==> src/rtl/pwbc_pkg.sv <==
// pwbc_pkg: shared types and constants for the pid controller with bias and clamp
// no dependencies

package pwbc_pkg;

  // fixed field widths
  localparam int GAIN_WIDTH      = 32;
  localparam int BIAS_WIDTH      = 8;
  localparam int DRIVE_WIDTH     = 9;
  localparam int DRIVE_LIMIT     = 255;
  localparam int CFG_INDEX_WIDTH = 2;

  // configuration register indexes
  typedef enum logic [CFG_INDEX_WIDTH-1:0] {
    REG_KP   = 2'd0,
    REG_KI   = 2'd1,
    REG_KD   = 2'd2,
    REG_BIAS = 2'd3
  } cfg_reg_t;

  typedef logic signed [GAIN_WIDTH-1:0] gain_t;

  // gain set handed to the multiply stage
  typedef struct packed {
    gain_t kp;
    gain_t ki;
    gain_t kd;
  } gains_t;

endpackage

==> src/rtl/pwbc_shape.sv <==
// pwbc_shape: bias away from zero, clamp to the drive limit, truncate toward zero,
// and the output register
// depends on pwbc_pkg

module pwbc_shape #(
  parameter int GAIN_FRAC_BITS = 16,
  parameter int SUM_WIDTH      = 66
) (
  input  logic                                 clk,
  input  logic                                 rst,
  input  logic [pwbc_pkg::BIAS_WIDTH-1:0]      bias_offset,
  input  logic                                 t_valid,
  output logic                                 t_ready,
  input  logic signed [SUM_WIDTH-1:0]          t_sum,
  output logic                                 out_valid,
  input  logic                                 out_ready,
  output logic signed [pwbc_pkg::DRIVE_WIDTH-1:0] drive,
  output logic                                 clamped
);
  import pwbc_pkg::*;

  localparam int TW = SUM_WIDTH + 1;
  localparam logic signed [TW-1:0] LIM =
    TW'(longint'(DRIVE_LIMIT) << GAIN_FRAC_BITS);
  localparam logic signed [DRIVE_WIDTH-1:0] DRIVE_MAX = DRIVE_WIDTH'(DRIVE_LIMIT);

  logic signed [TW-1:0]            t_ext;
  logic signed [TW-1:0]            bias_scaled;
  logic signed [TW-1:0]            t_bias;
  logic signed [TW-1:0]            mag;
  logic [BIAS_WIDTH-1:0]           quot;
  logic signed [DRIVE_WIDTH-1:0]   quot_ext;
  logic signed [DRIVE_WIDTH-1:0]   drive_next;
  logic                            clamped_next;

  assign t_ready = !out_valid || out_ready;

  // bias away from zero, exact zero stays zero
  always_comb begin
    t_ext       = TW'(t_sum);
    bias_scaled = TW'({bias_offset, {GAIN_FRAC_BITS{1'b0}}});
    if (t_ext > 0) begin
      t_bias = t_ext + bias_scaled;
    end else if (t_ext < 0) begin
      t_bias = t_ext - bias_scaled;
    end else begin
      t_bias = '0;
    end
  end

  // clamp, then drop the fraction toward zero
  always_comb begin
    mag      = t_bias[TW-1] ? -t_bias : t_bias;
    quot     = mag[GAIN_FRAC_BITS +: BIAS_WIDTH];
    quot_ext = DRIVE_WIDTH'(quot);
    if (t_bias >= LIM) begin
      drive_next   = DRIVE_MAX;
      clamped_next = 1'b1;
    end else if (t_bias <= -LIM) begin
      drive_next   = -DRIVE_MAX;
      clamped_next = 1'b1;
    end else begin
      drive_next   = t_bias[TW-1] ? -quot_ext : quot_ext;
      clamped_next = 1'b0;
    end
  end

  // output register
  always_ff @(posedge clk) begin
    if (rst) begin
      out_valid <= 1'b0;
    end else if (t_ready) begin
      out_valid <= t_valid;
    end
  end

  always_ff @(posedge clk) begin
    if (t_ready && t_valid) begin
      drive   <= drive_next;
      clamped <= clamped_next;
    end
  end

endmodule

==> config.mk <==
export PLATFORM = sky130hd
export DESIGN_NAME = pwbc_shape
export DESIGN_NICKNAME = d
export VERILOG_FILES = /design/src/rtl/pwbc_pkg.sv /design/src/rtl/pwbc_shape.sv
export SDC_FILE = /design/constraint.sdc
export NUM_CORES = 1
export LEC_CHECK = 0
export ABC_AREA = 1
export BUFFER_PORTS_ARGS = -buffer_cell sky130_fd_sc_hd__buf_4
export CAP_MARGIN = 10
export CELL_PAD_IN_SITES_DETAIL_PLACEMENT = 0
export CELL_PAD_IN_SITES_GLOBAL_PLACEMENT = 2
export CORE_MARGIN = 1.5
export CORE_UTILIZATION = 31
export DETAILED_ROUTE_END_ITERATION = 6
export MAX_ROUTING_LAYER = met4
export PLACE_DENSITY_LB_ADDON = 0.25
export SYNTH_ARGS = -nofsm -noshare
export SYNTH_HDL_FRONTEND = slang
export SYNTH_SLANG_ARGS = --single-unit
==> constraint.sdc <==
create_clock -name clk -period 8.3 [get_ports clk]
set_clock_uncertainty 0.15 [all_clocks]
set_input_delay 0.415 -clock clk [delete_from_list [all_inputs] [get_ports clk]]
set_output_delay 0.415 -clock clk [all_outputs]
set_load 0.005 [all_outputs]
# Yosys cells after proc, flatten, opt, wreduce, memory -nomap -nowiden
# Index checks and enable logic that the tools add are counted.
# classes
add_sub_neg	4
order_cmp	4
muxes	6
reduce_logical	4
# ops
cell	count
$mux 67	2
$add 66x25->67	1
$ge 67x25->1 const B	1
$le 67x25->1 const B	1
$sub 66x25->67	1
$gt 66x1->1 const B	1
$lt 66x1->1 const B	1
$mux 24	1
$neg 24->24	1
$mux 9	2
$neg 8->9	1
$reduce_or 2->1	1
$logic_and 1x1->1	1
$logic_not 1->1	1
$logic_or 1x1->1	1
$mux 1	1
# totals
regBits	11
input_bits	78
output_inout_bits	12
wordCells	22

# Depth between registers and ports, before layout
# depth
depth_word	8
depth_mapped	28
mapped_depth_nobuf	27

# Worst setup path before layout
# Ideal clock, no wire load.
# synth_path
path_type	input-to-reg
startpoint	input port t_sum[16]
endpoint	register drive[7] in the netlist's numbering (data pin)
setup_time_ns	0.259
t_arrival_ns	2.613
required_time_ns	7.891
setup_slack_ns	5.278
stages	22
path_buffers	0
cell_sequence	inv_1 ha_1 inv_1 fa_1 nand2_1 nand3_1 nand2_1 nor2_1 nor2_2 nand3_1 nand2_1 nand3_1 nand2_1 nand2_1 nor2_1 nand3_1 nor3_1 nand3_2 nand2_4 inv_4 nand2_1 nand2_1
# synth_via
elab_chain_len	8
elab_cells_between_ends	13
classes_between	4 x add/sub; 4 x order compare; 5 x mux
# synth_rtl
item	line	source
from (decl)	pwbc_shape.sv:14	input logic signed [SUM_WIDTH-1:0] t_sum,
$sub 66x25->67 or $lt 66x1->1 (tied branches)	pwbc_shape.sv:45, pwbc_shape.sv:44	
$mux 67	pwbc_shape.sv:44	end else if (t_ext < 0) begin
$mux 67 (*)	pwbc_shape.sv:42	if (t_ext > 0) begin
$neg 24->24	pwbc_shape.sv:53	mag = t_bias[TW-1] ? -t_bias : t_bias;
$mux 24	pwbc_shape.sv:53	
$neg 8->9	pwbc_shape.sv:63	drive_next = t_bias[TW-1] ? -quot_ext : quot_ext;
$mux 9	pwbc_shape.sv:63	
$mux 9	pwbc_shape.sv:59	end else if (t_bias <= -LIM) begin
to (signal assigned)	pwbc_shape.sv:79	drive <= drive_next;
to (decl)	pwbc_shape.sv:17	output logic signed [pwbc_pkg::DRIVE_WIDTH-1:0] drive,
# Every way passes the cells marked *; elsewhere a longest branch is shown, timed or not.
# A chain may end at the register's enable or synchronous reset.

# Final worst setup path
# layout_path
startpoint	input port bias_offset[2] in the netlist's numbering
endpoint	register drive[3] in the netlist's numbering (data pin)
# layout_via
elab_chain_len	8
elab_cells_between_ends	11
classes_between	4 x add/sub; 2 x order compare; 5 x mux
# layout_rtl
item	line	source
from (decl)	pwbc_shape.sv:11	input logic [pwbc_pkg::BIAS_WIDTH-1:0] bias_offset,
$sub 66x25->67	pwbc_shape.sv:45	t_bias = t_ext - bias_scaled;
$mux 67	pwbc_shape.sv:44	
$mux 67 (*)	pwbc_shape.sv:42	
$neg 24->24	pwbc_shape.sv:53	
$mux 24	pwbc_shape.sv:53	
$neg 8->9	pwbc_shape.sv:63	
$mux 9	pwbc_shape.sv:63	
$mux 9	pwbc_shape.sv:59	
# Marks and branches as above.

==> flow_metrics.tcl <==
set metrics [dict create \
    setup_violations 0 \
    grt_overflow_total 0 \
    post_cts_buffers 0 \
    cts_tree "built" \
    final_nets 1532 \
    drc 0 \
    routed_via_density 5.05 \
    synthSimpleGateAreaFrac 0.708 \
    io_pins 90 \
    startpoint_type "input port" \
    post-route-min-period_ns 3.62 \
    yosys_warnings 0 \
    port_buffers 89 \
    worstHoldPathCells 2 \
    die_w_um 147 \
    p_leak_nw 3.79 \
    synth_top_cell_by_area "nand2_1" \
    grtUsageTotal 0.275 \
    p_per_area_mw_per_mm2 68.4 \
    fillers 2432 \
    synth_fa_ha_area_frac 0.0391 \
    syn_nets 1472 \
    grt_max_degree 40 \
    cts.clk_slew.worst_paths_ns 0.04 \
    grt_pass1_wl_mm 44.3 \
    rsz0062_at_grt "false" \
    grt_pass1_vias 7748 \
    busiest_layer "met2" \
    dr.pass1.iters 6 \
    hold_viol 0 \
    initial_core_util 0.318 \
    dp.cells 1700 \
    drive_gt1_frac 0.101 \
    cp_slowest_stage_delay_ns 0.59 \
    ff2ff_path_depth 1 \
    synth.avg_cell_area_sq_um 4.70 \
    worstSetupPathType "input port to flop" \
    met1_usage 0.386 \
    timing.setup.tns_ns 0 \
    fmaxAchievable_mhz 276 \
    path_max_fanout 12 \
    worst_pin_slew_ns 0.866 \
    run_status "completed" \
    cts_resized 0 \
    num_vias 8608 \
    synth-xor-area-share 0.0190 \
    netlist_area_sq_mm 0.00647 \
    synth-seq-cells 11 \
    h-tree-depth 1 \
    dieArea_sq_mm 0.0217 \
    syn_to_final_growth_pct 14.1 \
    met2_usage 0.432 \
    cts_root_buf "clkbuf_16" \
    clock_latency_ns 0.24 \
    crit_path_frequent_cell "nand2_1" \
    synth-compound-area-share 0.0482 \
    route.detailed.wl_per_inst_um 17.3 \
    cts.path.max_buffers 2 \
    rows 52 \
    crit_arrival_ns 3.45 \
    worstHoldPathType "input port to flop" \
    stdcell_count 1704 \
    yosys-mux-area-fraction 0 \
    hold_buffers 0 \
    final_util 0.362 \
    grt_util_met3 0.0105 \
    place.gp.congestion 0.946 \
    drt_first_iter_violations 693 \
    syn_inst 1375 \
    cts.sinks 11 \
    ant_nets 0 \
    total_power_w 0.000505 \
    max_slew_margin 0.423 \
    synth_area_leaders "nand2_1 (31%), nand3_1 (15%), nor2_1 (13%), inv_1 (10%), edfxtp_1 (4.6%)" \
    ys_types 46 \
    crit_path_end_kind "flop" \
    cp_slowest_cell "nor2_1" \
    hpwl_mm 25.3 \
    cts_buffers 3 \
    synth_largest_type_area_fraction 0.310 \
    antenna_found_initial 0 \
    die_y_um 147 \
    vdd_drop_max_mv 0.0374 \
    seq_area_sq_um 320 \
    drt-total-wl_mm 29.5 \
    cp.required_ns 8.13 \
    coreArea_sq_mm 0.0204 \
    multi_input_area_sq_mm 0.00528 \
    slew_violations 0 \
    synth_top_family_by_area "simple AND/OR/NAND/NOR gates" \
    n_antenna_cell 0 \
    ys_seq_area_frac 0.0495 \
    finalCritPeriodShare 0.436 \
    max_cap_viol_count 0 \
    crit_chain "buf_4 -> inv_1 -> ha_1 -> nand2_1 -> nand2_1 -> inv_1 -> nand2_1 -> nand3_1 -> inv_1 -> nor2_1 -> nand4_1 -> nand3_1 -> nand2_1 -> nand2_1 -> inv_1 -> nor3_2 -> nand2_1 -> nor2_1 -> nand2_1 -> o21ai_4 -> o21ai_1" \
]
-- synth_stat cells (all sizes together) --
cell,count
or2,2
clkbuf,5
clkinv,1
dfxtp,1
inv,178
nor3b,1
xor2,13
a21boi,1
nand3,195
nand2,549
edfxtp,10
nand4,39
and3,2
nor2,245
ha,17
and2,5
o31ai,1
o211ai,1
o21a,1
o21ai,28
nor3,15
fa,2
xnor2,1
nor4,2
nand3b,5
buf,32
o21bai,3
a21oi,20
-- registers in the layout, summed over array words and instances (netlist names) --
signal	count
drive	9
clamped	1
out_valid	1
-- worst max-delay path, delay by kind of cell --
family / cells / cell delay (ns)
and+or+nand+nor: 13 / 1.97
adders and majority gates: 1 / 0.40
AOI/OAI and AO/OA: 2 / 0.35
buffers and inverters: 5 / 0.30
-- placed cells by master, fill, tap and decap left out, types with 2 or more instances in the layout --
cell type	n
nor3_1	14
fa_1	2
ha_1	17
and2_1	5
buf_4	92
nand3_2	4
inv_1	172
nor2_1	225
o21ai_1	10
clkbuf_16	3
nand4_1	39
a21oi_1	19
and3_1	2
nand3_1	191
nand2_4	4
o21ai_0	17
nand2_1	534
edfxtp_1	10
o21bai_1	2
nand2_2	11
xor2_1	13
nor2_2	10
inv_2	5
nand3b_1	5
nor4_1	2
nor2_4	9
-- cells by family (layout without fill, tap and decap cells) --
| family | after synthesis | count (layout) |
|---|---|---|
| compound gates | 55 | 55 |
| xor+xnor | 14 | 14 |
| fa+ha+maj | 19 | 19 |
| buf+inv | 216 | 275 |
| flops | 11 | 11 |
| simple gates | 1060 | 1060 |
-- report_power, final --
group | internal [W] | total, W | switching (W) | leakage [nW]
sequential | 0.0000659 | 0.0000669 | 0.000000972 | 0.0997
clock | 0.0000644 | 0.0000872 | 0.0000228 | 0.0382
combinational | 0.000109 | 0.000351 | 0.000242 | 3.65
-- final cells by class --
| cell class | instances | area share |
|---|---|---|
| clock buffers | 4 | 0.0107 |
| inverters | 179 | 0.0914 |
| well taps | 270 | 0.0458 |
| multi-input cells | 1148 | 0.715 |
| flip-flops and latches | 11 | 0.0434 |
| repair buffers | 92 | 0.0936 |
-- per-stage QoR --
step           instance area, sq um  setup slack [ns]  hold WS, ns
2_1_floorplan                  6470              5.28        0.334
3_3_place_gp                   7300              4.43        0.347
3_5_place_dp                   7300              4.44        0.346
4_1_cts                        7380              4.67        0.176
5_1_grt                        7380              4.35        0.181
6_report                       7380              4.68        0.177
-- final timing paths --
path,from,end,slack (ns)
worst min-delay path,rst,out_valid,0.18
worst min register to register,out_valid,out_valid,0.35
worst max register to register,out_valid,drive[1],6.77
worst max-delay path,bias_offset[2],drive[3],4.68
-- metal layers --
metal / wire, um / part of all wire / vias to the layer above
met5: 0 / 0 / -
met4: 774 / 0.026 / 0
met3: 1830 / 0.062 / 35
met2: 12900 / 0.44 / 286
met1: 14000 / 0.47 / 3860
li1: - / - / 4427
Note: power is estimated with default switching activity, not from simulation.
