[src/rtl/pwbc_pkg.sv]
// pwbc_pkg: shared types and constants for the pid controller with bias and clamp
// no dependencies

package pwbc_pkg;

  // fixed field widths
  localparam int GAIN_WIDTH      = 32;
  localparam int BIAS_WIDTH      = 8;
  localparam int DRIVE_WIDTH     = 9;
  localparam int DRIVE_LIMIT     = 255;
  localparam int CFG_INDEX_WIDTH = 2;

  // configuration register indexes
  typedef enum logic [CFG_INDEX_WIDTH-1:0] {
    REG_KP   = 2'd0,
    REG_KI   = 2'd1,
    REG_KD   = 2'd2,
    REG_BIAS = 2'd3
  } cfg_reg_t;

  typedef logic signed [GAIN_WIDTH-1:0] gain_t;

  // gain set handed to the multiply stage
  typedef struct packed {
    gain_t kp;
    gain_t ki;
    gain_t kd;
  } gains_t;

endpackage

[src/rtl/pwbc_history.sv]
// pwbc_history: error history (saturating sum, previous error, primed flag)
// and the input stage register holding error, sum and delta
// depends on pwbc_pkg

module pwbc_history #(
  parameter int ERROR_WIDTH = 16,
  parameter int ACC_WIDTH   = 32
) (
  input  logic                          clk,
  input  logic                          rst,
  input  logic                          clear,
  input  logic                          in_valid,
  output logic                          in_ready,
  input  logic signed [ERROR_WIDTH-1:0] error_sample,
  input  logic                          restart,
  output logic                          s_valid,
  input  logic                          s_ready,
  output logic signed [ERROR_WIDTH-1:0] s_error,
  output logic signed [ACC_WIDTH-1:0]   s_acc,
  output logic signed [ERROR_WIDTH:0]   s_delta
);
  import pwbc_pkg::*;

  localparam int SUM_WIDTH = ((ACC_WIDTH > ERROR_WIDTH) ? ACC_WIDTH : ERROR_WIDTH) + 1;
  localparam logic signed [SUM_WIDTH-1:0] ACC_MAX =
    {{(SUM_WIDTH-ACC_WIDTH+1){1'b0}}, {(ACC_WIDTH-1){1'b1}}};
  localparam logic signed [SUM_WIDTH-1:0] ACC_MIN = ~ACC_MAX;

  logic signed [ACC_WIDTH-1:0]   acc;
  logic signed [ERROR_WIDTH-1:0] prev_error;
  logic                          primed;

  logic signed [ACC_WIDTH-1:0]   acc_base;
  logic signed [ERROR_WIDTH-1:0] prev_base;
  logic                          primed_base;
  logic signed [SUM_WIDTH-1:0]   acc_ext;
  logic signed [SUM_WIDTH-1:0]   err_ext;
  logic signed [SUM_WIDTH-1:0]   sum;
  logic signed [ACC_WIDTH-1:0]   acc_next;
  logic signed [ERROR_WIDTH:0]   err_wide;
  logic signed [ERROR_WIDTH:0]   prev_wide;
  logic signed [ERROR_WIDTH:0]   delta_next;
  logic                          accept;

  assign in_ready = !s_valid || s_ready;
  assign accept   = in_valid && in_ready;

  // restart drops the history ahead of this word
  always_comb begin
    acc_base    = restart ? '0 : acc;
    prev_base   = restart ? '0 : prev_error;
    primed_base = restart ? 1'b0 : primed;
  end

  // saturating running sum
  always_comb begin
    acc_ext = SUM_WIDTH'(acc_base);
    err_ext = SUM_WIDTH'(error_sample);
    sum     = acc_ext + err_ext;
    if (sum > ACC_MAX) begin
      acc_next = ACC_MAX[ACC_WIDTH-1:0];
    end else if (sum < ACC_MIN) begin
      acc_next = ACC_MIN[ACC_WIDTH-1:0];
    end else begin
      acc_next = sum[ACC_WIDTH-1:0];
    end
  end

  // difference term, zero on the first word after a clear
  always_comb begin
    err_wide   = (ERROR_WIDTH+1)'(error_sample);
    prev_wide  = (ERROR_WIDTH+1)'(prev_base);
    delta_next = primed_base ? (err_wide - prev_wide) : '0;
  end

  // history registers
  always_ff @(posedge clk) begin
    if (rst) begin
      acc        <= '0;
      prev_error <= '0;
      primed     <= 1'b0;
    end else if (clear) begin
      acc        <= '0;
      prev_error <= '0;
      primed     <= 1'b0;
    end else if (accept) begin
      acc        <= acc_next;
      prev_error <= error_sample;
      primed     <= 1'b1;
    end
  end

  // stage valid
  always_ff @(posedge clk) begin
    if (rst) begin
      s_valid <= 1'b0;
    end else if (in_ready) begin
      s_valid <= in_valid;
    end
  end

  // stage payload
  always_ff @(posedge clk) begin
    if (accept) begin
      s_error <= error_sample;
      s_acc   <= acc_next;
      s_delta <= delta_next;
    end
  end

endmodule

[config.mk]
export PLATFORM = sky130hd
export DESIGN_NAME = pwbc_history
export DESIGN_NICKNAME = d
export VERILOG_FILES = /design/src/rtl/pwbc_pkg.sv /design/src/rtl/pwbc_history.sv
export SDC_FILE = /design/constraint.sdc
export NUM_CORES = 1
export LEC_CHECK = 0
export BUFFER_PORTS_ARGS = -buffer_cell sky130_fd_sc_hd__buf_2
export CORE_MARGIN = 2
export CORE_UTILIZATION = 53
export CTS_CLUSTER_DIAMETER = 40
export DETAILED_ROUTE_END_ITERATION = 10
export PLACE_DENSITY = 0.77
export SYNTH_ARGS = -nofsm -noshare
export SYNTH_HDL_FRONTEND = slang
export SYNTH_SLANG_ARGS = --single-unit
[constraint.sdc]
create_clock -name clk -period 2.9 [get_ports clk]
set_input_delay 0.145 -clock clk [delete_from_list [all_inputs] [get_ports clk]]
set_output_delay 0.145 -clock clk [all_outputs]
set_load 0.03 [all_outputs]
=== Word-level counts from Yosys, hierarchy flattened ===
Cells that the tools add are included.

* Register bits: 115
* Output and inout port bits: 67
* Word-level logic and storage cells: 20

* Add/sub/neg operators: 2
* Magnitude comparators: 2
* Muxes and demuxes: 5
* Reduce and logical (&&, ||, !) cells: 4

{| class="wikitable"
|+ Operators with widths
! operator !! count
|-
| $mux 32 || 3
|-
| $add 32x16->33 || 1
|-
| $gt 33x32->1 const B || 1
|-
| $lt 33x32->1 const B || 1
|-
| $sub 16x16->17 || 1
|-
| $mux 16 || 1
|-
| $reduce_or 2->1 || 1
|-
| $logic_and 1x1->1 || 1
|-
| $logic_not 1->1 || 1
|-
| $logic_or 1x1->1 || 1
|-
| $mux 1 || 1
|}

=== Depth between registers and ports, before layout ===
Gate-level depths: netlist of the first run.

* Depth in word-level cells: 5
* Depth in mapped cells: 15

=== Worst setup path after synthesis of the first run ===
No wires, ideal clock.

* Kind: register -> register
* From: reg s_valid
* To: reg s_acc[0], enable pin
* Setup time: 0.455 ns
* Arrival time: 3.090 ns
* Required time: 2.445 ns
* Slack: -0.645 ns
* Stages on the path, launching flop included: 5
* Period minus slack after synthesis: 3.545 ns
* Path through: dfxtp_1 > nand2b_1 > nand2_1 > clkinv_1 > clkbuf_1

* Longest elaborated chain between the ends: 3

{| class="wikitable"
|+ Ends and longest elaborated chain
! what !! line !! RTL
|-
| start, declared || pwbc_history.sv:16 || <nowiki>output logic s_valid,</nowiki>
|-
| start signal, assigned || pwbc_history.sv:98 || <nowiki>s_valid <= in_valid;</nowiki>
|-
| $logic_not 1->1 || pwbc_history.sv:45 || <nowiki>assign in_ready = !s_valid || s_ready;</nowiki>
|-
| $logic_or 1x1->1 || pwbc_history.sv:45 ||
|-
| net in_ready || pwbc_history.sv:13 || <nowiki>output logic in_ready,</nowiki>
|-
| $logic_and 1x1->1 || pwbc_history.sv:46 || <nowiki>assign accept = in_valid && in_ready;</nowiki>
|-
| net accept || pwbc_history.sv:43 || <nowiki>logic accept;</nowiki>
|-
| end signal, assigned || pwbc_history.sv:106 || <nowiki>s_acc <= acc_next;</nowiki>
|-
| end, declared || pwbc_history.sv:19 || <nowiki>output logic signed [ACC_WIDTH-1:0] s_acc,</nowiki>
|}

The timed path passes the listed nets, and every way through them passes these cells.
A chain may end at the register's enable or synchronous reset.

=== Final worst setup path of the first run ===
* From: reg acc[0]
* To: reg s_acc[22], data pin

* Longest elaborated chain between the ends: 5
* Elaborated cells between the ends (all ways): 6

{| class="wikitable"
|+ Ends and longest elaborated chain
! what !! line !! RTL
|-
| start, declared || pwbc_history.sv:29 || <nowiki>logic signed [ACC_WIDTH-1:0] acc;</nowiki>
|-
| start signal, assigned || pwbc_history.sv:87 || <nowiki>acc <= acc_next;</nowiki>
|-
| $mux 32 * || pwbc_history.sv:50 || <nowiki>acc_base = restart ? '0 : acc;</nowiki>
|-
| $add 32x16->33 * || pwbc_history.sv:59 || <nowiki>sum = acc_ext + err_ext;</nowiki>
|-
| $lt 33x32->1 || pwbc_history.sv:62 || <nowiki>end else if (sum < ACC_MIN) begin</nowiki>
|-
| $mux 32 || pwbc_history.sv:62 ||
|-
| $mux 32 * || pwbc_history.sv:60 || <nowiki>if (sum > ACC_MAX) begin</nowiki>
|-
| net acc_next[22] || pwbc_history.sv:39 || <nowiki>logic signed [ACC_WIDTH-1:0] acc_next;</nowiki>
|}

Mark *: on every way through the listed nets, which the timed path passes. The rest lies on a longest branch.

==> impl_metrics.toml, run 1 <==
[outcome]
outcome = "finished, violations left"
failed_checks = "negative setup slack"

[floorplanning]
fp.dieH_microns = 118
initial_core_util = 0.547
core_area_sq_um = 12700
fp.dieW_microns = 118
io-pin-count = 89
die_area_sq_um = 14000
row_count = 41

[detailed_routing]
ant_nets = 0
vias = 6956
post-route-drc-count = 0
drtIter0Drc = 551
dr.pass1.iters = 5
avgViaCountPerCell = 5.78
routed_wl_microns = 22400
avgRoutedWirePerCell_microns = 18.6

[synth]
ys_seq_area_frac = 0.426
synth_cell_types = 60
synth_area_sq_um = 6930
synth-main-ff-cell = "edfxtp_1"
syn_area_per_cell_sq_um = 9.09
yosysTopAreaCellShare = 0.282
synthTopCellsByArea = "edfxtp_1 (28%), dfxtp_1 (14%), ha_1 (8.7%), nand2_1 (5.3%), nor2_1 (4.5%)"
yosys_warnings = 0
netlist_instances = 762
synth_edf_count = 65
synthArstFlopShare = 0
syn_nets = 834
synth_area_leader_cell = "edfxtp_1"
yosys_register_bits = 115

[grt]
track_usage = 0.309
grt_max_degree = 64
grt_pass1_vias = 6940
gr-total-overflow = 0
grt_pass1_wl_microns = 34300
antenna_found_initial = 0

[placed_design]
gp_congestion = 0.902
dpl.hpwl_microns = 14300
dp.cells = 1133
portBuffers = 88

[clock_network]
cts_tree = "done"
clock_sinks = 115
cts-root-buf = "clkbuf_16"
h-tree-depth = 4
clkSlewWorstSetupHoldPaths_ps = 50
cts_buffer_depth = 2
cts_buffers = 17
clk_latency_ps = 430

[setup_path]
r2r-end = "s_acc[22]$_DFFE_PP_"
r2r_start = "acc[0]$_SDFFE_PP0P_"
reg2reg_depth = 15
setup.worst_path.class = "flip-flop to flip-flop"
worstPathMaxFanout = 5
endpoint_kind = "flip-flop"
cp.required_ps = 3180
startpoint_type = "flip-flop"
arrival_ps = 3370
r2r_slack_ps = -190

[timing]
finalCritPeriodShare = 1.07
skew_ps = 11.3
period_minus_slack_ps = 3090
worstMarginPinSlew_ps = 678
maxSlewViolCount = 0
whs_ps = 12.5
max_freq_ghz = 0.323
setup_ws_ps = -192
setup_violations = 64
slew_headroom = 0.546
hold_violations = 0
grt_setup_unrepaired = "true"

[power_and_ir_drop]
internal-power_mw = 3.64
p_sw_mw = 1.49
p_per_area_nw_per_um2 = 499
power_frac_comb = 0.234
peakVddDrop_uv = 405
p_leak_nw = 4.46
power_mw = 5.13
swShare = 0.291
clockPowerShare = 0.400
sequentialPowerShare = 0.366

[final_layout]
drive_above_1_share = 0.410
final_common_cell = "buf_4"
area_delta_synth_final_pct = 48.4
fin_cells = 1204
n_antenna_cell = 0
final_cell_mix = "buf_4 (138), nand2_1 (93), buf_2 (88), edfxtp_1 (65), nor2_1 (64)"
nNetsFinal = 1091

[min_path]
hold_path.class = "input pin to flip-flop"
worstHoldStart = "error_sample[3]"
whs_path_depth = 1
hold_end = "s_error[3]$_DFFE_PP_"

[flow_run]
max-cap-violations = 0
==> cell usage after synthesis, types with 4 or more instances <==
master,count
nor2_1,83
xor2_1,14
dfxtp_1,50
a31oi_1,6
nor2b_1,38
inv_1,21
a211oi_1,8
o211ai_1,5
nand3_1,8
clkbuf_1,25
edfxtp_1,65
and2_1,5
o21ai_0,35
o21a_1,4
ha_1,48
o21ai_1,14
nor3_1,12
a21oi_1,61
nand4_1,7
a21o_1,15
o21ai_2,8
maj3_1,8
buf_2,6
and3_1,5
o31a_1,4
nand2_1,98
o21bai_1,5
a32o_1,4
nand2b_1,26
xnor2_1,17
o31ai_1,6
==> timing repair <==
item | 4_1_cts | 5_1_grt
pin swaps | 27 | 45
setup endpoints to repair | 67 | 69
endpoints found under the hold margin | 15 | 0
gates cloned | 2 | 1
resized for setup | 102 | 95
hold buffers | 14 | 0
buffers inserted | 14 | 15
==> registers in the layout, indices dropped and copies added, names as in the netlist <==
register	flops
prev_error	16
s_acc	32
s_valid	1
s_error	16
s_delta	17
primed	1
acc	32
==> worst max path at each step <==
stage          depth (start not counted)                   end           startpoint
3_5_place_dp                          15    s_acc[5]$_DFFE_PP_              restart
5_1_grt                               15   s_acc[22]$_DFFE_PP_  acc[0]$_SDFFE_PP0P_
2_1_floorplan                         11   s_acc[21]$_DFFE_PP_              restart
3_3_place_gp                          15   s_acc[11]$_DFFE_PP_              restart
6_report                              15   s_acc[22]$_DFFE_PP_  acc[0]$_SDFFE_PP0P_
4_1_cts                               15  acc[17]$_SDFFE_PP0P_  acc[0]$_SDFFE_PP0P_
==> cells by family (layout without fill, tap and decap cells) <==
kind of cell | Yosys count | in the layout | share of synthesized area
AOI/OAI and AO/OA | 205 | 205 | 0.195
and+or+nand+nor | 295 | 295 | 0.199
DFF | 115 | 115 | 0.426
xor gates and xnor gates | 31 | 31 | 0.0392
adders and majority gates | 58 | 58 | 0.104
muxes | 2 | 2 | 0.00289
buffers and inverters | 56 | 326 | 0.0336
==> power groups by stage <==
stage / Sequential, mW / Combinational (mW) / Clock (mW)
after floorplan: 2.06 / 0.437 / 0
after global placement: 1.90 / 0.942 / 0
after detailed placement: 1.91 / 0.966 / 0
after CTS: 1.88 / 1.09 / 2.05
after global routing: 1.89 / 1.27 / 2.13
final: 1.88 / 1.20 / 2.05
==> area by class of cell <==
type	instances	area [sq um]
Clock buffer	22	464
Timing Repair Buffer	272	2040
Fill cell	734	2390
Sequential cell	115	2960
Multi-Input combinational cell	591	4410
Clock inverter	10	108
Inverter	22	86.3
Tap cell	172	215
==> layer usage <==
| layer | GRT usage | routed length (microns) | share of wire |
|---|---|---|---|
| met4 | 0.150 | 1040 | 0.046 |
| met5 | 0 | 0 | 0 |
| met3 | 0.0512 | 1110 | 0.050 |
| met1 | 0.341 | 8550 | 0.38 |
| met2 | 0.570 | 11700 | 0.52 |
==> per-stage QoR <==
step	utilization	setup TNS (ps)	instance area, sq um	setup slack (ps)
floorplan	-	0	6970	14.5
CTS	0.777	-3500	9850	-124
global placement	0.679	-19240	8600	-446
finish	0.811	-7730	10300	-192
detailed placement	0.679	-21910	8600	-413
global route	0.811	-14900	10300	-326
==> critical path, stage by stage (launching register included) <==
cell      delay [ps]
dfxtp_2          330
nor2b_4          150
ha_4             140
inv_2             40
fa_2             330
nand2b_4         160
a21oi_4          180
o311ai_4         130
o31ai_2          270
o211ai_1         170
o21a_2           280
a211oi_4         310
buf_6            210
buf_12           120
nor2_2            40
nor2_1            80
Note: power is estimated with default switching activity, not from simulation.
==> run 2: changes to the inputs <==
--- a/config.mk
+++ b/config.mk
@@ -10,7 +10,7 @@
 export CORE_UTILIZATION = 53
 export CTS_CLUSTER_DIAMETER = 40
 export DETAILED_ROUTE_END_ITERATION = 10
-export PLACE_DENSITY = 0.77
+export PLACE_DENSITY_LB_ADDON = 0.2
 export SYNTH_ARGS = -nofsm -noshare
 export SYNTH_HDL_FRONTEND = slang
 export SYNTH_SLANG_ARGS = --single-unit
==> impl_metrics.toml, run 2 (synthesis results as in run 1) <==
[outcome]
outcome = "finished, violations left"
failed_checks = "negative setup slack"

[final_layout]
reg_top3 = "acc x32, s_acc x32, s_delta x17"
final_cell_mix = "buf_4 (137), nand2_1 (95), buf_2 (88), edfxtp_1 (65), nor2_1 (59)"
final_common_cell = "buf_4"
area_delta_synth_final_pct = 44.3
n_fill_cell = 837
seq_area_sq_um = 2960
drive_above_1_share = 0.369
n_antenna_cell = 0
fin_cells = 1191
multi_input_area_sq_um = 4230
nNetsFinal = 1079

[power_and_ir_drop]
p_leak_nw = 4.35
power_mw = 5.13
peakVddDrop_uv = 308
p_per_area_nw_per_um2 = 514

[clock_network]
cts-root-buf = "clkbuf_16"
cts_buffer_depth = 2
clk_latency_ps = 430
clkSlewWorstSetupHoldPaths_ps = 60
cts_tree = "done"
cts_buffers = 17
clock_sinks = 115
h-tree-depth = 4

[setup_path]
cp.required_ps = 3180
arrival_ps = 3360
path_common_cell = "a21oi_4"
setup.worst_path.class = "flip-flop to flip-flop"
worstPathMaxFanout = 7
max_stage_delay_ps = 340
cp_cell_sequence = "nor2b_4, ha_4, inv_2, fa_2, nand2b_4, a21oi_4, o311ai_4, o31ai_4, o211ai_1, o21a_2, a21oi_4, buf_6, nor2_4, buf_6, buf_12, a21oi_4"
startpoint_type = "flip-flop"
reg2reg_depth = 16
critPathSlowestCell = "dfxtp_2"
endpoint_kind = "flip-flop"

[floorplanning]
core_area_sq_um = 12700
io-pin-count = 89
fp.dieW_microns = 118
row_count = 41
die_area_sq_um = 14000
initial_core_util = 0.547
fp.dieH_microns = 118

[timing]
max_freq_ghz = 0.324
setup_ws_ps = -184
grt_setup_unrepaired = "true"
whs_ps = 9.70
period_minus_slack_ps = 3080
slew_headroom = 0.602
hold_violations = 0
finalCritPeriodShare = 1.06
skew_ps = 7.66
setup_violations = 63
worstMarginPinSlew_ps = 595
maxSlewViolCount = 0

[placed_design]
dpl.hpwl_microns = 14000
dp.cells = 1128
gp_congestion = 0.918
portBuffers = 88

[min_path]
hold_path.class = "input pin to flip-flop"
whs_path_depth = 3

[detailed_routing]
drtIter0Drc = 462
avgViaCountPerCell = 5.59
routed_wl_microns = 20700
avgRoutedWirePerCell_microns = 17.3
ant_nets = 0
dr.pass1.iters = 6
vias = 6662
post-route-drc-count = 0

[grt]
gr-total-overflow = 0
antenna_found_initial = 0
grt_pass1_wl_microns = 32300
grt_max_degree = 68
track_usage = 0.293
grt_pass1_vias = 6525

[flow_run]
max-cap-violations = 0
==> run 2: worst max-delay path, delay by kind of cell, from the launching register on <==
kind | cells | cell delay (ps)
DFF | 1 | 340
adders and majority gates | 2 | 490
AOI/OAI and AO/OA | 7 | 1290
and+or+nand+nor | 3 | 380
buffers and inverters | 4 | 430
==> run 2: worst paths after layout <==
| kind | start | end | slack [ps] |
|---|---|---|---|
| worst min-delay path | error_sample[8] | prev_error[8]$_SDFFE_PP0P_ | 10 |
| worst min register to register | acc[24]$_SDFFE_PP0P_ | acc[24]$_SDFFE_PP0P_ | 440 |
| worst max register to register | acc[0]$_SDFFE_PP0P_ | s_acc[1]$_DFFE_PP_ | -180 |
| worst max-delay path | acc[0]$_SDFFE_PP0P_ | s_acc[1]$_DFFE_PP_ | -180 |
==> run 2: area by class of cell <==
type | instances | share of cell area
sequential | 115 | 0.296
multi-input combinational | 591 | 0.423
clock inverter | 12 | 0.0141
tap | 172 | 0.0215
inverter | 22 | 0.00864
timing repair buffer | 260 | 0.193
clock buffer | 19 | 0.0433
==> run 2: where the power goes <==
part	internal, mW	switching, mW
Sequential	1.85	0.0317
Clock	1.33	0.758
Combinational	0.478	0.690
Total	3.65	1.48
==> run 2: per-layer routing <==
layer | vias up | routed length (microns) | GRT usage
li1 | 3209 | - | -
met1 | 3155 | 8410 | 0.336
met2 | 220 | 10500 | 0.527
met3 | 78 | 931 | 0.0613
met4 | 0 | 798 | 0.122
met5 | - | 0 | 0
==> run 2: repair_timing <==
action / 4_1_cts / 5_1_grt
setup endpoints to repair: 66 / 70
resized for setup: 58 / 85
pin swaps: 20 / 29
hold endpoints to repair: 13 / 0
cloned: 1 / 2
setup buffers: 7 / 8
hold buffers: 14 / 0
==> run 2: per-stage QoR <==
step | util | setup WS, ps | setup TNS, ps | cell area (sq um)
floorplan | - | 14.5 | 0 | 6970
global placement | 0.678 | -520 | -16950 | 8590
detailed placement | 0.678 | -540 | -21970 | 8590
CTS | 0.758 | -260 | -13050 | 9600
global route | 0.789 | -290 | -15010 | 10000
finish | 0.789 | -184 | -8090 | 10000
==> run 3: changes to the inputs <==
--- a/config.mk
+++ b/config.mk
@@ -5,10 +5,13 @@
 export SDC_FILE = /design/constraint.sdc
 export NUM_CORES = 1
 export LEC_CHECK = 0
+export ABC_CLOCK_PERIOD_IN_PS = 2900
 export BUFFER_PORTS_ARGS = -buffer_cell sky130_fd_sc_hd__buf_2
+export CELL_PAD_IN_SITES_DETAIL_PLACEMENT = 0
+export CELL_PAD_IN_SITES_GLOBAL_PLACEMENT = 1
 export CORE_MARGIN = 2
-export CORE_UTILIZATION = 53
-export CTS_CLUSTER_DIAMETER = 40
+export CORE_UTILIZATION = 40
+export CTS_CLUSTER_DIAMETER = 30
 export DETAILED_ROUTE_END_ITERATION = 10
 export PLACE_DENSITY_LB_ADDON = 0.2
 export SYNTH_ARGS = -nofsm -noshare
==> impl_metrics.toml, run 3 (synthesis results as in run 1) <==
[power_and_ir_drop]
p_leak_nw = 4.44
peakVddDrop_uv = 427
p_per_area_nw_per_um2 = 491

[grt]
grt_busiest_layer = "met2"
grt_pass1_vias = 6556
antenna_found_initial = 0
grt_max_degree = 60
gr-usage-met3 = 0.0535
gr-total-overflow = 0
met1_usage = 0.257
met2_usage = 0.389
grt_pass1_wl_microns = 31600
track_usage = 0.221

[detailed_routing]
dr.pass1.iters = 4
post-route-drc-count = 0
avgRoutedWirePerCell_microns = 16.0
avgViaCountPerCell = 5.17
routed_wl_microns = 20400
vias = 6572
drtIter0Drc = 322
ant_nets = 0

[clock_network]
cts_buffers = 17
cts_tree = "done"
clkSlewWorstSetupHoldPaths_ps = 60
cts_buffer_depth = 2
h-tree-depth = 4
clock_sinks = 115
cts-root-buf = "clkbuf_16"
clk_latency_ps = 430

[setup_path]
worstPathMaxFanout = 5
arrival_ps = 3480
cp.required_ps = 3250
endpoint_kind = "flip-flop"
startpoint_type = "flip-flop"
setup.worst_path.class = "flip-flop to flip-flop"

[final_layout]
n_fill_cell = 1480
nNetsFinal = 1106
reg_top3 = "acc x32, s_acc x32, s_delta x17"
seq_area_sq_um = 2960
drive_above_1_share = 0.388
n_antenna_cell = 0
final_util = 0.591
final_cell_mix = "buf_4 (169), nand2_1 (97), buf_2 (87), nor2_1 (79), edfxtp_1 (65)"
fin_area_sq_um = 10100
area_delta_synth_final_pct = 45.9
multi_input_area_sq_um = 4150
final_common_cell = "buf_4"

[timing]
worstMarginPinSlew_ps = 560
setup_ws_ps = -223
finalCritPeriodShare = 1.08
setup_violations = 64
period_minus_slack_ps = 3120
hold_violations = 0
maxSlewViolCount = 0
grt_setup_unrepaired = "true"
max_freq_ghz = 0.320
skew_ps = 13.3
slew_headroom = 0.625
whs_ps = 7.34

[floorplanning]
initial_core_util = 0.405
core_area_sq_um = 17100
fp.dieH_microns = 136
die_area_sq_um = 18400
row_count = 48
io-pin-count = 89
fp.dieW_microns = 136

[placed_design]
place_ws_ps = -465
dpl.hpwl_microns = 14400
gp_congestion = 0.894
portBuffers = 88
place_area_sq_um = 8710

[flow_run]
max-cap-violations = 0

[outcome]
failed_checks = "negative setup slack"
outcome = "finished, violations left"

[min_path]
hold_path.class = "input pin to flip-flop"
## run 3: cell count changes in the layout (fill, tap and decap cells not counted), moves of 5 or more
cell | before | now
ha_1 | 44 | 39
o21ai_1 | 23 | 9
nor2_2 | 9 | 4
nor2_1 | 59 | 79
buf_12 | 8 | 2
nor2b_4 | 1 | 6
nor2b_1 | 34 | 28
a21oi_1 | 52 | 57
o21ai_2 | 10 | 29
buf_4 | 137 | 169
nor2_4 | 15 | 0
ha_4 | 2 | 7
## run 3: worst max-delay path: stages (launching register included)
cell and delay, ps:
dfxtp_2 330, nor2b_4 160, ha_4 140, inv_2 30
fa_2 340, nand2b_4 160, a21oi_4 170, o311ai_4 150
o31ai_2 250, o211ai_1 170, o21a_2 290, a21oi_4 230
buf_6 150, o21ai_4 70, buf_6 170, buf_8 140
o21ai_2 100
## run 3: area by class of cell
type,instances,share of cell area
clock buffers,19,0.0438
clock inverters,13,0.0110
inverters,22,0.00829
multi-input cells,591,0.411
flip-flops and latches,115,0.293
well taps,225,0.0279
repair buffers,287,0.206
## run 3: repair_timing
| action | in CTS | in global routing |
|---|---|---|
| gates cloned | 2 | 0 |
| setup buffers | 11 | 19 |
| endpoints found under the hold margin | 12 | 0 |
| pin swaps | 26 | 28 |
| hold buffers | 12 | 0 |
| endpoints found under the setup margin | 66 | 70 |
| resized for setup | 54 | 74 |
## run 3: through the flow
stage               cells  TNS, ps  total power, mW
floorplan             762        0             2.50
global placement     1196   -22980             2.85
detailed placement   1196   -26420             2.87
CTS                  1253   -14400             4.91
global route         1272   -17680             5.16
finish               1272    -9670             4.96
## run 3: power breakdown
part / internal (mW) / switching (mW) / total, mW
clock: 1.19 / 0.775 / 1.97
combinational: 0.463 / 0.654 / 1.12
sequential: 1.84 / 0.0321 / 1.88
total: 3.50 / 1.46 / 4.96
## run 3: worst paths after layout
path	start	slack [ps]	to	depth (start not counted)
setup / recovery	acc[0]$_SDFFE_PP0P_	-220	acc[2]$_SDFFE_PP0P_	16
hold / removal	error_sample[8]	7	prev_error[8]$_SDFFE_PP0P_	3
setup reg to reg	acc[0]$_SDFFE_PP0P_	-220	acc[2]$_SDFFE_PP0P_	16
hold reg to reg	acc[8]$_SDFFE_PP0P_	450	acc[8]$_SDFFE_PP0P_	2
## run 3: routing by layer
metal / routed length, microns / vias up
li1: - / 3267
met1: 8460 / 3138
met2: 10600 / 132
met3: 790 / 35
met4: 572 / 0
met5: 0 / -
